**config.mk**
```make
export PLATFORM = sky130hd
export DESIGN_NAME = terminal_key_escape_decoder_flat
export DESIGN_NICKNAME = d
export VERILOG_FILES = /design/src/hdl/tked_pkg.sv /design/src/hdl/tked_if.sv /design/src/hdl/terminal_key_escape_decoder.sv /design/src/flat_wrapper.sv
export SDC_FILE = /design/constraint.sdc
export NUM_CORES = 1
export LEC_CHECK = 0
export BUFFER_PORTS_ARGS = -buffer_cell sky130_fd_sc_hd__buf_4
export CORE_ASPECT_RATIO = 1.4
export CORE_MARGIN = 2
export CORE_UTILIZATION = 55
export DETAILED_ROUTE_END_ITERATION = 8
export PLACE_DENSITY = 0.81
export SLEW_MARGIN = 40
export SYNTH_ARGS = -nofsm -noshare
export SYNTH_HDL_FRONTEND = slang
export SYNTH_SLANG_ARGS = --single-unit
```
**constraint.sdc**
```tcl
create_clock -name i_clk -period 4.65 [get_ports i_clk]
set_clock_uncertainty 0.15 [all_clocks]
set_input_delay 0.465 -clock i_clk [delete_from_list [all_inputs] [get_ports i_clk]]
set_output_delay 0.465 -clock i_clk [all_outputs]
set_load 0.03 [all_outputs]
```
**src/hdl/tked_pkg.sv**
```systemverilog
package tked_pkg;

    typedef logic [1:0] t_op;
    typedef logic [7:0] t_byte;
    typedef logic [1:0] t_kind;
    typedef logic [7:0] t_code;

    // input operations
    localparam t_op OP_BYTE    = 2'd0;
    localparam t_op OP_TIMEOUT = 2'd1;
    localparam t_op OP_EOF     = 2'd2;

    // result kinds
    localparam t_kind KIND_CHAR  = 2'd0;
    localparam t_kind KIND_KEY   = 2'd1;
    localparam t_kind KIND_UNREC = 2'd2;

    // special key indices
    localparam t_code SK_UP          = 8'd0;
    localparam t_code SK_DOWN        = 8'd1;
    localparam t_code SK_LEFT        = 8'd2;
    localparam t_code SK_RIGHT       = 8'd3;
    localparam t_code SK_HOME        = 8'd4;
    localparam t_code SK_END         = 8'd5;
    localparam t_code SK_DEL         = 8'd6;
    localparam t_code SK_PGUP        = 8'd7;
    localparam t_code SK_PGDN        = 8'd8;
    localparam t_code SK_WORD_LEFT   = 8'd9;
    localparam t_code SK_WORD_RIGHT  = 8'd10;
    localparam t_code SK_WORD_DELETE = 8'd11;
    localparam t_code SK_BACKTAB     = 8'd12;
    localparam t_code SK_F1          = 8'd13;
    localparam t_code SK_F6          = 8'd18;
    localparam t_code SK_F11         = 8'd23;
    localparam t_code SK_F12         = 8'd24;
    localparam t_code SK_RUBOUT      = 8'd25;
    localparam t_code SK_RETURN      = 8'd26;
    localparam t_code SK_ESCAPE      = 8'd27;
    localparam t_code SK_EOF         = 8'd28;
    localparam t_code SK_NONE        = 8'd255;

    // bytes of interest
    localparam t_byte CH_LF    = 8'd10;
    localparam t_byte CH_BS    = 8'd8;
    localparam t_byte CH_ESC   = 8'd27;
    localparam t_byte CH_DEL   = 8'd127;
    localparam t_byte CH_LBRK  = 8'h5B;
    localparam t_byte CH_O     = 8'h4F;
    localparam t_byte CH_TILDE = 8'h7E;
    localparam t_byte CH_SEMI  = 8'h3B;
    localparam t_byte CH_ZERO  = 8'h30;
    localparam t_byte CH_NINE  = 8'h39;
    localparam t_byte CH_LC_B  = 8'h62;
    localparam t_byte CH_LC_D  = 8'h64;
    localparam t_byte CH_LC_F  = 8'h66;
    localparam t_byte CH_A     = 8'h41;
    localparam t_byte CH_B     = 8'h42;
    localparam t_byte CH_C     = 8'h43;
    localparam t_byte CH_D     = 8'h44;
    localparam t_byte CH_F     = 8'h46;
    localparam t_byte CH_H     = 8'h48;
    localparam t_byte CH_P     = 8'h50;
    localparam t_byte CH_S     = 8'h53;
    localparam t_byte CH_Z     = 8'h5A;

    localparam t_byte MOD_CTRL = 8'd5;
    localparam t_byte MOD_ALT  = 8'd3;

endpackage

```
**src/hdl/tked_if.sv**
```systemverilog
interface tked_in_if;
    logic          valid;
    logic          ready;
    tked_pkg::t_op   op;
    tked_pkg::t_byte in_byte;

    modport source (output valid, output op, output in_byte, input ready);
    modport sink   (input valid, input op, input in_byte, output ready);
endinterface

interface tked_out_if;
    logic          valid;
    logic          ready;
    tked_pkg::t_kind kind;
    tked_pkg::t_code code;

    modport source (output valid, output kind, output code, input ready);
    modport sink   (input valid, input kind, input code, output ready);
endinterface

```
**src/hdl/terminal_key_escape_decoder.sv**
```systemverilog
// Keyboard escape sequence decoder.
// i_in carries one event per transaction: a received byte, an expired wait
// window, or end of input. o_out carries zero or one key result per event:
// kind (plain character, special key, unrecognized sequence) and code.
// Latency: a result appears on o_out the cycle after its event is accepted.
// Throughput: one event per cycle while i_in.ready is high; the parser state is
// updated at the accepting edge, and so is the result register when the event gives a result.
// A single result register sits on the output. i_in.ready is high while that
// register is empty or being drained, so a stalled receiver blocks new events
// only once a result is waiting in it; events that give no result still need
// that slot free, so the stream order is always kept.
// Reset (i_rst_n low at a clock edge) returns the parser to idle and drops any
// result that was waiting on o_out.
module terminal_key_escape_decoder (
    input  logic       i_clk,
    input  logic       i_rst_n,
    tked_in_if.sink    i_in,
    tked_out_if.source o_out
);
    import tked_pkg::*;

    typedef enum logic [2:0] {
        PH_IDLE = 3'b001,
        PH_ESC  = 3'b010,
        PH_SEQ  = 3'b100
    } t_phase;

    t_phase r_phase, n_phase;
    t_byte  r_number, n_number;
    t_byte  r_modifier, n_modifier;
    logic   r_filling, n_filling;
    logic   r_valid, n_valid;
    t_kind  r_kind, n_kind;
    t_code  r_code, n_code;

    logic   accept;
    logic   emit;
    logic   emit_raw;
    t_code  emit_key;
    logic   is_digit;

    function automatic t_byte sat_digit(t_byte acc, logic [3:0] digit);
        logic [11:0] v;
        v = ({4'd0, acc} << 3) + ({4'd0, acc} << 1) + {8'd0, digit};
        return (v > 12'd255) ? 8'hFF : v[7:0];
    endfunction

    function automatic t_code tilde_key(t_byte num, t_byte modv);
        t_code k;
        unique case (num)
            8'd1, 8'd7:  k = SK_HOME;
            8'd4, 8'd8:  k = SK_END;
            8'd3:        k = (modv == MOD_CTRL) ? SK_WORD_DELETE : SK_DEL;
            8'd5:        k = SK_PGUP;
            8'd6:        k = SK_PGDN;
            8'd11, 8'd12, 8'd13, 8'd14, 8'd15: k = SK_F1 + (num - 8'd11);
            8'd17, 8'd18, 8'd19, 8'd20, 8'd21: k = SK_F6 + (num - 8'd17);
            8'd23:       k = SK_F11;
            8'd24:       k = SK_F12;
            default:     k = SK_NONE;
        endcase
        return k;
    endfunction

    function automatic t_code letter_key(t_byte ch, t_byte modv);
        t_code k;
        logic  ctl;
        ctl = (modv == MOD_CTRL) || (modv == MOD_ALT);
        priority if (ch == CH_A) k = SK_UP;
        else if (ch == CH_B)     k = SK_DOWN;
        else if (ch == CH_C)     k = ctl ? SK_WORD_RIGHT : SK_RIGHT;
        else if (ch == CH_D)     k = ctl ? SK_WORD_LEFT : SK_LEFT;
        else if (ch == CH_H)     k = SK_HOME;
        else if (ch == CH_F)     k = SK_END;
        else if (ch == CH_Z)     k = SK_BACKTAB;
        else if (ch >= CH_P && ch <= CH_S) k = SK_F1 + {6'd0, ch[1:0]};
        else                     k = SK_NONE;
        return k;
    endfunction

    assign i_in.ready = !r_valid || o_out.ready;
    assign accept     = i_in.valid && i_in.ready;
    assign is_digit   = (i_in.in_byte >= CH_ZERO) && (i_in.in_byte <= CH_NINE);

    // parser step: next state and the key (if any) this event produces
    always_comb begin
        n_phase    = r_phase;
        n_number   = r_number;
        n_modifier = r_modifier;
        n_filling  = r_filling;
        emit       = 1'b0;
        emit_raw   = 1'b0;
        emit_key   = SK_NONE;
        if (i_in.op != OP_BYTE && i_in.op != OP_TIMEOUT && i_in.op != OP_EOF) begin
            // unused op code: no result, state kept
        end else begin
            unique case (r_phase)
                PH_ESC: begin
                    n_phase = PH_IDLE;
                    emit    = 1'b1;
                    if (i_in.op != OP_BYTE) begin
                        emit_key = SK_ESCAPE;
                    end else if (i_in.in_byte == CH_LC_B) begin
                        emit_key = SK_WORD_LEFT;
                    end else if (i_in.in_byte == CH_LC_F) begin
                        emit_key = SK_WORD_RIGHT;
                    end else if (i_in.in_byte == CH_LC_D || i_in.in_byte == CH_DEL
                                 || i_in.in_byte == CH_BS) begin
                        emit_key = SK_WORD_DELETE;
                    end else if (i_in.in_byte == CH_LBRK || i_in.in_byte == CH_O) begin
                        n_phase    = PH_SEQ;
                        n_number   = '0;
                        n_modifier = '0;
                        n_filling  = 1'b0;
                        emit       = 1'b0;
                    end else begin
                        emit_key = SK_ESCAPE;
                    end
                end
                PH_SEQ: begin
                    if (i_in.op != OP_BYTE) begin
                        n_phase = PH_IDLE;
                        emit    = 1'b1;
                    end else if (is_digit) begin
                        if (r_filling) begin
                            n_modifier = sat_digit(r_modifier, i_in.in_byte[3:0]);
                        end else begin
                            n_number = sat_digit(r_number, i_in.in_byte[3:0]);
                        end
                    end else if (i_in.in_byte == CH_SEMI) begin
                        n_filling = 1'b1;
                    end else begin
                        n_phase = PH_IDLE;
                        emit    = 1'b1;
                        if (i_in.in_byte == CH_TILDE) begin
                            emit_key = tilde_key(r_number, r_modifier);
                        end else begin
                            emit_key = letter_key(i_in.in_byte, r_modifier);
                        end
                    end
                end
                default: begin
                    n_phase = PH_IDLE;
                    if (i_in.op == OP_EOF) begin
                        emit     = 1'b1;
                        emit_key = SK_EOF;
                    end else if (i_in.op == OP_BYTE) begin
                        emit = 1'b1;
                        if (i_in.in_byte == CH_DEL) begin
                            emit_key = SK_RUBOUT;
                        end else if (i_in.in_byte == CH_LF) begin
                            emit_key = SK_RETURN;
                        end else if (i_in.in_byte == CH_ESC) begin
                            n_phase = PH_ESC;
                            emit    = 1'b0;
                        end else begin
                            emit_raw = 1'b1;
                        end
                    end
                end
            endcase
        end
    end

    always_comb begin
        n_valid = r_valid && !o_out.ready;
        n_kind  = r_kind;
        n_code  = r_code;
        if (accept && emit) begin
            n_valid = 1'b1;
            if (emit_raw) begin
                n_kind = KIND_CHAR;
                n_code = i_in.in_byte;
            end else if (emit_key == SK_NONE) begin
                n_kind = KIND_UNREC;
                n_code = '0;
            end else begin
                n_kind = KIND_KEY;
                n_code = emit_key;
            end
        end
    end

    always_ff @(posedge i_clk) begin
        if (!i_rst_n) begin
            r_phase    <= PH_IDLE;
            r_number   <= '0;
            r_modifier <= '0;
            r_filling  <= 1'b0;
            r_valid    <= 1'b0;
        end else begin
            r_valid <= n_valid;
            if (accept) begin
                r_phase    <= n_phase;
                r_number   <= n_number;
                r_modifier <= n_modifier;
                r_filling  <= n_filling;
            end
        end
    end

    always_ff @(posedge i_clk) begin
        r_kind <= n_kind;
        r_code <= n_code;
    end

    assign o_out.valid = r_valid;
    assign o_out.kind  = r_kind;
    assign o_out.code  = r_code;

    a_reset_clears_out: assert property (@(posedge i_clk)
        !i_rst_n |=> !o_out.valid)
        else $error("result pending after reset");

    a_unrec_code_zero: assert property (@(posedge i_clk) disable iff (!i_rst_n)
        (o_out.valid && o_out.kind == KIND_UNREC) |-> (o_out.code == '0))
        else $error("unrecognized result with nonzero code");

    a_key_in_range: assert property (@(posedge i_clk) disable iff (!i_rst_n)
        (o_out.valid && o_out.kind == KIND_KEY) |-> (o_out.code <= SK_EOF))
        else $error("special key index out of range");

    a_idle_timeout_silent: assert property (@(posedge i_clk) disable iff (!i_rst_n)
        (accept && r_phase == PH_IDLE && i_in.op == OP_TIMEOUT)
        |=> (!o_out.valid || $past(r_valid && !o_out.ready)))
        else $error("timeout while idle produced a result");

endmodule

```
**src/flat_wrapper.sv**
```systemverilog
// flat-port wrapper written by rule: the top's interface ports become plain ports
module terminal_key_escape_decoder_flat import tked_pkg::*;
  (i_clk, i_rst_n, i_in_valid, i_in_op, i_in_in_byte, i_in_ready, o_out_valid, o_out_kind, o_out_code, o_out_ready);
  tked_in_if i_in_i ();
  tked_out_if o_out_i ();
  input  logic i_clk;
  input  logic i_rst_n;
  input wire logic [$bits(i_in_i.valid)-1:0] i_in_valid;
  input wire logic [$bits(i_in_i.op)-1:0] i_in_op;
  input wire logic [$bits(i_in_i.in_byte)-1:0] i_in_in_byte;
  output wire logic [$bits(i_in_i.ready)-1:0] i_in_ready;
  output wire logic [$bits(o_out_i.valid)-1:0] o_out_valid;
  output wire logic [$bits(o_out_i.kind)-1:0] o_out_kind;
  output wire logic [$bits(o_out_i.code)-1:0] o_out_code;
  input wire logic [$bits(o_out_i.ready)-1:0] o_out_ready;
  assign i_in_i.valid = i_in_valid;
  assign i_in_i.op = i_in_op;
  assign i_in_i.in_byte = i_in_in_byte;
  assign i_in_ready = i_in_i.ready;
  assign o_out_valid = o_out_i.valid;
  assign o_out_kind = o_out_i.kind;
  assign o_out_code = o_out_i.code;
  assign o_out_i.ready = o_out_ready;
  terminal_key_escape_decoder u_core (.i_clk(i_clk), .i_rst_n(i_rst_n), .i_in(i_in_i), .o_out(o_out_i));
endmodule
```
==> impl_metrics.py, run 1 <==
metrics = {
    "timing": {
        "timing.fmax_ghz": 0.3079,
        "worst-slew-pin-transition_ps": 662.8,
        "min_period_ps": 3248,
        "worst_slack_ps": 1402,
        "finalHoldViolations": 0,
        "slew_headroom_pct": 55.72,
        "final_clock_period_utilization_by_the_worst_path_pct": 69.85,
        "setup_viol": 0,
        "final-max-slew-violation-count": 0,
        "rsz0062_at_grt": "no",
        "setup_tns_ps": 0,
        "finalHoldWorstSlack_ps": 278.9,
    },
    "run_status": {
        "run_status": "complete, no violations",
    },
    "placement": {
        "last_weighted_congestion_value_of_the_routability_driven_placer": 0.9458,
        "dp.final_hpwl_um": 6441,
        "pre_cts_slack_ps": 1301,
        "port_buffers": 25,
    },
    "setup_path": {
        "setup.worst_path.end_class": "flip-flop",
        "cp_cell_sequence": "fa_1 -> ha_1 -> a21o_1 -> a21oi_1 -> nor2b_1 -> or4_1 -> a211oi_1 -> o21ai_1",
        "critical-path-slowest-cell": "dfxtp_1",
        "critical-path-top-delay-family": "adder cells",
        "critPathMaxFanout": 14,
        "worstSetupStartpointType": "flip-flop",
        "critical_path.max_stage_delay_ps": 680,
        "required_ps": 4670,
        "critPathArrivalTime_ps": 3270,
        "crit_type": "flip-flop to flip-flop",
        "cp_num_buf_inv": 0,
    },
    "logic_synthesis": {
        "synth_enable_flop_cells": 10,
        "post_synthesis_sequential_element_count": 31,
        "synth.lib_cells_used.distinct": 77,
        "synthesis.area_sq_mm": 0.003483,
        "synth_flop_cell": "dfxtp_1",
        "synth.yosys.seq_area_share_pct": 20.69,
        "syn_nets": 479,
        "syn_inst": 421,
        "synth_warnings": 0,
        "ys_async_sr_fraction_pct": 0,
        "average_cell_area_after_synthesis_sq_um": 8.274,
    },
    "grt": {
        "first_pass_grt_wire_length_um": 14220,
        "grt-ovfl-total": 0,
        "antenna_found_initial": 0,
        "first_global_vias": 3082,
        "grt_max_degree": 23,
        "global_route.usage.total_pct": 24.62,
    },
    "clocking": {
        "max-clock-path-buffers": 2,
        "cts-htree-levels": 2,
        "clkLatencyLatePin_ps": 290,
        "number_of_buffers_inserted_by_hold_repair_at_cts": 0,
        "sinks_on_clock_net": 31,
        "clk_root_buffer_cell": "clkbuf_8",
        "numCtsBuffers": 5,
        "path_clk_slew_ps": 70,
        "tritoncts": "done",
        "post_cts_resize_count": 0,
        "post_cts_setup_buffer_count": 0,
    },
    "route": {
        "final_antenna_net_count": 0,
        "highest-signal-layer": "met4",
        "vias_per_cell": 6.652,
        "routed_wirelength_um": 8513,
        "wl_met3_um": 412,
        "firstDrtPassIters": 5,
        "wire_per_inst_um": 16.92,
        "met2_wirelength_um": 4218,
        "vias": 3346,
        "iteration_0_drc_markers": 397,
        "m1WireLength_um": 3539,
        "drc": 0,
    },
    "die": {
        "chip_width_um": 71.26,
        "floorplan.initialDensity_pct": 56.47,
        "fp.dieH_um": 98.17,
        "fp.coreArea_sq_mm": 0.006168,
        "die-area_sq_mm": 0.006995,
        "fp-row-count": 34,
        "ios": 26,
    },
    "finish": {
        "antennaDiodeCount": 0,
        "layout-area-overhead-vs-synth_pct": 7.256,
        "finish.utilization_pct": 60.57,
        "post_route_cells_drive_above_1_share_pct": 12.99,
        "nNetsFinal": 488,
    },
    "power_and_ir_drop": {
        "leakagePower_nw": 1.471,
        "power-per-cell-area_mw_per_mm2": 160.4,
        "ir_drop_mv": 0.09172,
    },
    "min_path": {
        "hold_wc_path_type": "input pin to flip-flop",
    },
    "flow_run": {
        "cap_violations": 0,
    },
}
## cells in the mapped netlist, types with 4 or more instances
cell type  instances  area share [%]
nor3_1             8             1.1
nor2b_1           10             1.8
a31oi_1           10             1.8
xnor2_1            8             2.0
o21a_1             4            0.86
o21ai_1           20             2.9
nand3_1            5            0.72
o211ai_1           5             1.1
a211oi_1          18             3.9
o21ai_0           10             1.4
buf_2             10             1.4
ha_1              40              14
mux2i_1            7             2.0
a21o_1             5             1.1
inv_1             21             2.3
nand2_1           36             3.9
nand4_1            7             1.3
nand3b_1           4            0.86
clkbuf_1          12             1.3
nor2_1            35             3.8
a21oi_1           19             2.7
dfxtp_1           21              12
or4_1              5             1.1
fa_1               4             2.3
nor3b_1            5             1.1
edfxtp_1          10             8.6
o31ai_1            4            0.86
## routing by layer
layer / up-vias / GRT usage, %
li1: 1606 / -
met1: 1571 / 30.14
met2: 133 / 42.74
met3: 36 / 3.302
met4: 0 / 10.01
met5: - / 0
## final timing paths
path / from / to / slack (ps) / depth (start not counted)
setup / recovery: u_core.r_number[2]$_SDFFE_PN0P_ / u_core.r_number[1]$_SDFFE_PN0P_ / 1400 / 8
setup reg to reg: u_core.r_number[2]$_SDFFE_PN0P_ / u_core.r_number[1]$_SDFFE_PN0P_ / 1400 / 8
hold reg to reg: u_core.r_modifier[6]$_SDFFE_PN0P_ / u_core.r_modifier[6]$_SDFFE_PN0P_ / 350 / 2
hold / removal: i_rst_n / u_core.r_phase[0]$_SDFFE_PN1P_ / 280 / 2
## metrics by stage
step,cells,cell area [sq um],power [mW]
3_5_place_dp,495,3655,0.3988
3_3_place_gp,495,3655,0.3976
6_report,503,3736,0.5994
4_1_cts,503,3736,0.5989
2_1_floorplan,421,3483,0.3643
5_1_grt,503,3736,0.6186
## state kept, by name, summed over array words and instances (netlist names)
signal              count
u_core.o_out.code       8
u_core.r_modifier       8
u_core.r_number         8
u_core.r_phase          3
u_core.o_out.kind       2
u_core.o_out.valid      1
u_core.r_filling        1
## worst register-to-register path, stage by stage (launching register included)
cell and delay (ps):
dfxtp_1 680, fa_1 550, ha_1 310, a21o_1 170, a21oi_1 230, nor2b_1 70, or4_1 640, a211oi_1 260
o21ai_1 80
## layout by cell type (no fill, tap or decap), types with 7 or more instances in the layout
cell type | synthesis | layout
ha_1 | 40 | 40
nand2_1 | 36 | 36
nor2_1 | 35 | 35
buf_4 | 0 | 25
inv_1 | 21 | 21
dfxtp_1 | 21 | 21
o21ai_1 | 20 | 20
a21oi_1 | 19 | 19
a211oi_1 | 18 | 18
nor2b_1 | 10 | 10
a31oi_1 | 10 | 10
o21ai_0 | 10 | 10
edfxtp_1 | 10 | 10
xnor2_1 | 8 | 8
nor3_1 | 8 | 8
nand4_1 | 7 | 7
mux2i_1 | 7 | 7
## where the power goes
part           total [mW]  switching (mW)  internal [mW]
Clock               0.204          0.0989          0.105
Sequential          0.287         0.00132          0.286
Combinational       0.109          0.0696         0.0393
Total               0.599           0.170          0.430
## cells by family after synthesis
family | Yosys count | share of synthesized area (%)
compound gates | 131 | 26.73
xor+xnor | 10 | 2.515
fa+ha+maj | 44 | 16.67
buf+inv | 44 | 5.316
flops | 31 | 20.69
mux | 9 | 2.658
simple gates | 152 | 25.43
## final cells by class
class | instances | area (sq um)
Tap cell | 72 | 90.09
Fill cell | 554 | 2432
Inverter | 21 | 78.83
Clock buffer | 7 | 76.32
Timing Repair Buffer | 25 | 187.7
Sequential cell | 31 | 720.7
Multi-Input combinational cell | 346 | 2577
Clock inverter | 1 | 5.005
No activity file was read; power rests on OpenSTA's default activity.
==> run 2, diff against run 1 <==
clock period = 3.41 ns   (was 4.65 ns; I/O delays follow)
==> run 2 against run 1 <==
Compared with the run above: final cell count grew 1.2%; clock power is 76% higher; die area is the same; largest cell class unchanged.
==> impl_metrics.py, run 2 (synthesized netlist as in run 1, its figures left out) <==
metrics = {
    "setup_path": {
        "r2r_start": "u_core.r_modifier[0]$_SDFFE_PN0P_",
        "setup.worst_path.end_class": "flip-flop",
        "critPathMaxFanout": 7,
        "reg2reg_to": "u_core.r_modifier[4]$_SDFFE_PN0P_",
        "critPathArrivalTime_ps": 3050,
        "r2r.worst_path.cells": 9,
        "regToRegSetupSlack_ps": 370,
        "worstSetupStartpointType": "flip-flop",
        "crit_type": "flip-flop to flip-flop",
        "required_ps": 3420,
    },
    "min_path": {
        "hold_wc_path_type": "input pin to flip-flop",
        "holdPathEnd": "u_core.r_phase[0]$_SDFFE_PN1P_",
        "holdPathStages": 2,
        "hp-start": "i_rst_n",
    },
    "power_and_ir_drop": {
        "leakagePower_nw": 1.519,
        "cellInternalPower_uw": 661.1,
        "ir_drop_mv": 0.1294,
        "switching_share_pct": 26.53,
        "pwr-share-clk_pct": 40.0,
        "net-switching-power_uw": 238.7,
        "pwr-share-seq_pct": 43.5,
        "power-per-cell-area_mw_per_mm2": 236.0,
        "p_comb_share_pct": 16.6,
    },
    "placement": {
        "dp.final_hpwl_um": 6524,
        "port_buffers": 25,
        "detailed_place.area_sq_mm": 0.003700,
        "last_weighted_congestion_value_of_the_routability_driven_placer": 0.9698,
    },
    "route": {
        "final_antenna_net_count": 0,
        "iteration_0_drc_markers": 565,
        "wire_per_inst_um": 16.52,
        "vias_per_cell": 6.568,
        "firstDrtPassIters": 6,
        "routed_wirelength_um": 8410,
        "drc": 0,
        "vias": 3343,
    },
    "finish": {
        "commonest_non_fill_non_tap_cell_in_the_layout": "ha_1",
        "final.fill_count": 522,
        "post_route_cells_drive_above_1_share_pct": 14.65,
        "antennaDiodeCount": 0,
        "final_design_area_no_fill_sq_mm": 0.003812,
        "nNetsFinal": 494,
        "layout_common_cells": "ha_1, nand2_1, nor2_1",
        "layout-area-overhead-vs-synth_pct": 9.447,
        "reg_top3": "u_core.o_out.code (8), u_core.r_modifier (8), u_core.r_number (8)",
    },
    "grt": {
        "first_global_vias": 3128,
        "grt_max_degree": 23,
        "global_route.usage.total_pct": 24.65,
        "antenna_found_initial": 0,
        "grt-ovfl-total": 0,
        "first_pass_grt_wire_length_um": 14170,
    },
    "clocking": {
        "post_cts_setup_buffer_count": 0,
        "sinks_on_clock_net": 31,
        "max-clock-path-buffers": 2,
        "clkLatencyLatePin_ps": 280,
        "number_of_buffers_inserted_by_hold_repair_at_cts": 0,
        "numCtsBuffers": 5,
        "path_clk_slew_ps": 70,
        "tritoncts": "done",
        "cts-htree-levels": 2,
        "post_cts_resize_count": 0,
        "clk_root_buffer_cell": "clkbuf_8",
    },
    "run_status": {
        "run_status": "complete, no violations",
    },
    "die": {
        "die-area_sq_mm": 0.006995,
        "fp-row-count": 34,
        "floorplan.initialDensity_pct": 56.47,
        "fp.coreArea_sq_mm": 0.006168,
        "chip_width_um": 71.26,
        "ios": 26,
        "fp.dieH_um": 98.17,
    },
    "timing": {
        "final-max-slew-violation-count": 0,
        "setup_viol": 0,
        "finalHoldViolations": 0,
        "timing.fmax_ghz": 0.3286,
        "rsz0062_at_grt": "no",
        "worst-slew-pin-transition_ps": 711.7,
        "min_period_ps": 3043,
        "setup_tns_ps": 0,
        "slew_headroom_pct": 52.45,
        "final_clock_period_utilization_by_the_worst_path_pct": 89.23,
    },
    "flow_run": {
        "cap_violations": 0,
    },
}
-- run 2: cell count changes in the layout (fill, tap and decap cells not counted) --
cell       before  now
clkbuf_1        2    0
buf_4          25   31
clkinv_4        0    1
bufinv_16       0    1
-- run 2: worst max path at each step --
stage	startpoint	end	slack, ps	cells past startpoint
final	u_core.r_modifier[0]$_SDFFE_PN0P_	u_core.r_modifier[4]$_SDFFE_PN0P_	370	9
after global placement	i_in_in_byte[3]	u_core.r_number[2]$_SDFFE_PN0P_	270	10
after detailed placement	i_in_in_byte[3]	u_core.r_modifier[4]$_SDFFE_PN0P_	180	10
after CTS	u_core.r_modifier[2]$_SDFFE_PN0P_	u_core.r_modifier[4]$_SDFFE_PN0P_	350	9
after global routing	u_core.r_number[0]$_SDFFE_PN0P_	u_core.r_number[5]$_SDFFE_PN0P_	200	9
after floorplan	u_core.r_number[0]$_SDFFE_PN0P_	u_core.r_number[0]$_SDFFE_PN0P_	540	10
-- run 2: per-layer routing --
layer	track usage (%)	vias to the layer above	part of all wire, %
li1	-	1622	-
met1	29.60	1539	40
met2	43.59	153	50
met3	2.374	29	6.1
met4	11.03	0	3.8
met5	0	-	0
-- run 2: layout make-up --
type	count	area, sq um	share of cell area [%]
clock buffer	5	68.82	1.805
tap	72	90.09	2.363
multi-input combinational	346	2577	67.61
inverter	21	78.83	2.068
sequential	31	720.7	18.90
timing repair buffer	31	232.7	6.104
clock inverter	3	43.79	1.149
-- run 2: power groups by stage --
stage,registers [mW],logic (mW),clock network (mW)
global placement,0.399,0.144,0
floorplan,0.413,0.0832,0
detailed placement,0.400,0.146,0
finish,0.391,0.149,0.360
CTS,0.391,0.147,0.362
global route,0.392,0.161,0.378
-- run 2: worst max-delay path, stage by stage, from the launching register on --
cell and delay (ps):
dfxtp_1 370, fa_1 550, inv_1 70, fa_1 450, nor2b_1 120, o21a_1 160, o21ai_1 80, or4_1 610
a211oi_1 290, o21ai_1 80
-- run 2: stage by stage --
step	power [mW]	setup slack, ps	utilization (%)	hold slack, ps	instances
global route	0.9312	198.4	61.81	163.5	509
CTS	0.9003	351.9	61.81	154.3	509
detailed placement	0.5454	178.6	59.98	338.9	501
finish	0.8998	367.2	61.81	153.7	509
floorplan	0.4967	540.8	-	311.1	421
global placement	0.5435	273.6	59.98	334.3	501
==> run 3, diff against run 2 <==
CELL_PAD_IN_SITES_DETAIL_PLACEMENT = 1   (was unset)
CELL_PAD_IN_SITES_GLOBAL_PLACEMENT = 1   (was unset)
CORE_UTILIZATION = 47   (was 55)
PLACE_DENSITY = 0.89   (was 0.81)
==> run 3 against run 2 <==
Compared with the run above: utilization is 8.9 points lower; clock-buffer cell count is 1 higher; combinational power is 3% higher; final cell count is 4.9% higher; setup slack worse by 180 ps; clock power is 10% higher; register-to-register slack worse by 180 ps; via count is 1.7% higher; highest routed layer unchanged.
==> impl_metrics.py, run 3 (synthesized netlist as in run 1, its figures left out) <==
metrics = {
    "die": {
        "die-area_sq_mm": 0.008126,
        "floorplan.initialDensity_pct": 47.93,
        "ios": 26,
        "chip_width_um": 76.76,
        "fp.dieH_um": 105.9,
        "fp-row-count": 37,
        "fp.coreArea_sq_mm": 0.007268,
    },
    "setup_path": {
        "setup.worst_path.end_class": "flip-flop",
        "required_ps": 3440,
        "worstSetupStartpointType": "flip-flop",
        "regToRegSetupSlack_ps": 190,
        "r2r.worst_path.cells": 9,
        "crit_type": "flip-flop to flip-flop",
        "critPathMaxFanout": 9,
        "critPathArrivalTime_ps": 3250,
    },
    "route": {
        "routed_wirelength_um": 10360,
        "vias": 3401,
        "firstDrtPassIters": 5,
        "wire_per_inst_um": 19.40,
        "iteration_0_drc_markers": 217,
        "vias_per_cell": 6.369,
        "final_antenna_net_count": 0,
        "drc": 0,
    },
    "finish": {
        "layout_common_cells": "ha_1, nand2_1, nor2_1",
        "instances_no_fill": 534,
        "final.fill_count": 904,
        "commonest_non_fill_non_tap_cell_in_the_layout": "ha_1",
        "reg_top3": "u_core.o_out.code (8), u_core.r_modifier (8), u_core.r_number (8)",
        "post_route_cells_drive_above_1_share_pct": 14.65,
        "antennaDiodeCount": 0,
        "nNetsFinal": 494,
        "final_design_area_no_fill_sq_mm": 0.003849,
        "layout-area-overhead-vs-synth_pct": 10.49,
    },
    "placement": {
        "dp.final_hpwl_um": 7993,
        "post-place-cells": 526,
        "detailed_place.area_sq_mm": 0.003731,
        "port_buffers": 25,
        "last_weighted_congestion_value_of_the_routability_driven_placer": 0.9729,
    },
    "run_status": {
        "run_status": "complete, no violations",
    },
    "timing": {
        "worst-slew-pin-transition_ps": 629.9,
        "min_period_ps": 3219,
        "setup_tns_ps": 0,
        "setup_viol": 0,
        "rsz0062_at_grt": "no",
        "final_clock_period_utilization_by_the_worst_path_pct": 94.39,
        "final-max-slew-violation-count": 0,
        "finalHoldWorstSlack_ps": 141.6,
        "slew_headroom_pct": 57.41,
        "timing.fmax_ghz": 0.3107,
        "finalHoldViolations": 0,
    },
    "min_path": {
        "hold_wc_path_type": "input pin to flip-flop",
        "holdPathStages": 2,
    },
    "grt": {
        "grt_max_degree": 23,
        "grt-ovfl-total": 0,
        "global_route.usage.total_pct": 26.52,
        "first_global_vias": 3639,
        "first_pass_grt_wire_length_um": 17550,
        "antenna_found_initial": 0,
    },
    "power_and_ir_drop": {
        "power-per-cell-area_mw_per_mm2": 244.2,
        "leakagePower_nw": 1.523,
        "ir_drop_mv": 0.1720,
        "power_uw": 939.8,
    },
    "clocking": {
        "post_cts_resize_count": 0,
        "path_clk_slew_ps": 70,
        "post_cts_setup_buffer_count": 0,
        "numCtsBuffers": 5,
        "clkLatencyLatePin_ps": 300,
        "clk_root_buffer_cell": "clkbuf_8",
        "max-clock-path-buffers": 2,
        "cts-htree-levels": 2,
        "number_of_buffers_inserted_by_hold_repair_at_cts": 0,
        "tritoncts": "done",
        "sinks_on_clock_net": 31,
    },
    "flow_run": {
        "cap_violations": 0,
    },
}
run 3: cell count changes in the layout (fill, tap and decap cells not counted):
cell,previous run,this run
clkbuf_8,5,6
clkinv_4,1,0
run 3: metrics by stage:
stage                     util (%)  worst slack (ps)
final                        52.95             191.5
after global routing         52.95             13.46
after CTS                    52.95             187.9
after detailed placement     51.33             76.37
after global placement       51.33             267.7
after floorplan                  -             540.8
run 3: final cells by class:
type                            instances  area, sq um  share of cell area [%]
Sequential cell                        31        720.7                   18.73
Multi-Input combinational cell        346         2577                   66.97
Tap cell                               97        121.4                   3.153
Clock buffer                            6        82.58                   2.146
Inverter                               21        78.83                   2.048
Clock inverter                          2        35.03                  0.9103
Timing Repair Buffer                   31        232.7                   6.047
run 3: metal layers:
layer  wire length [um]  up-vias  global-route usage, %
met5                  0        -                      0
met4                274        0                  10.26
met3                316       28                  3.253
met2               5487      104                  49.25
met1               4278     1653                  30.46
li1                   -     1616                      -
run 3: worst paths after layout:
check | from | end
worst min-delay path | i_rst_n | u_core.r_phase[0]$_SDFFE_PN1P_
worst min register to register | u_core.r_number[6]$_SDFFE_PN0P_ | u_core.r_number[6]$_SDFFE_PN0P_
worst max register to register | u_core.r_number[0]$_SDFFE_PN0P_ | u_core.r_number[4]$_SDFFE_PN0P_
worst max-delay path | u_core.r_number[0]$_SDFFE_PN0P_ | u_core.r_number[4]$_SDFFE_PN0P_
run 3: critical path: stages, from the launching register on:
cell      delay (ps)
dfxtp_1          440
fa_1             590
inv_1             70
fa_1             450
nor2b_1          130
o21a_1           170
o21ai_1          100
or4_1            620
a211oi_1         300
o21ai_1          100
run 3: report_power, final:
group | internal (mW) | leakage (nW) | switching, mW
Sequential | 0.389 | 0.263 | 0.00215
Combinational | 0.0546 | 1.20 | 0.0984
Clock | 0.237 | 0.0612 | 0.159
Total | 0.680 | 1.52 | 0.260
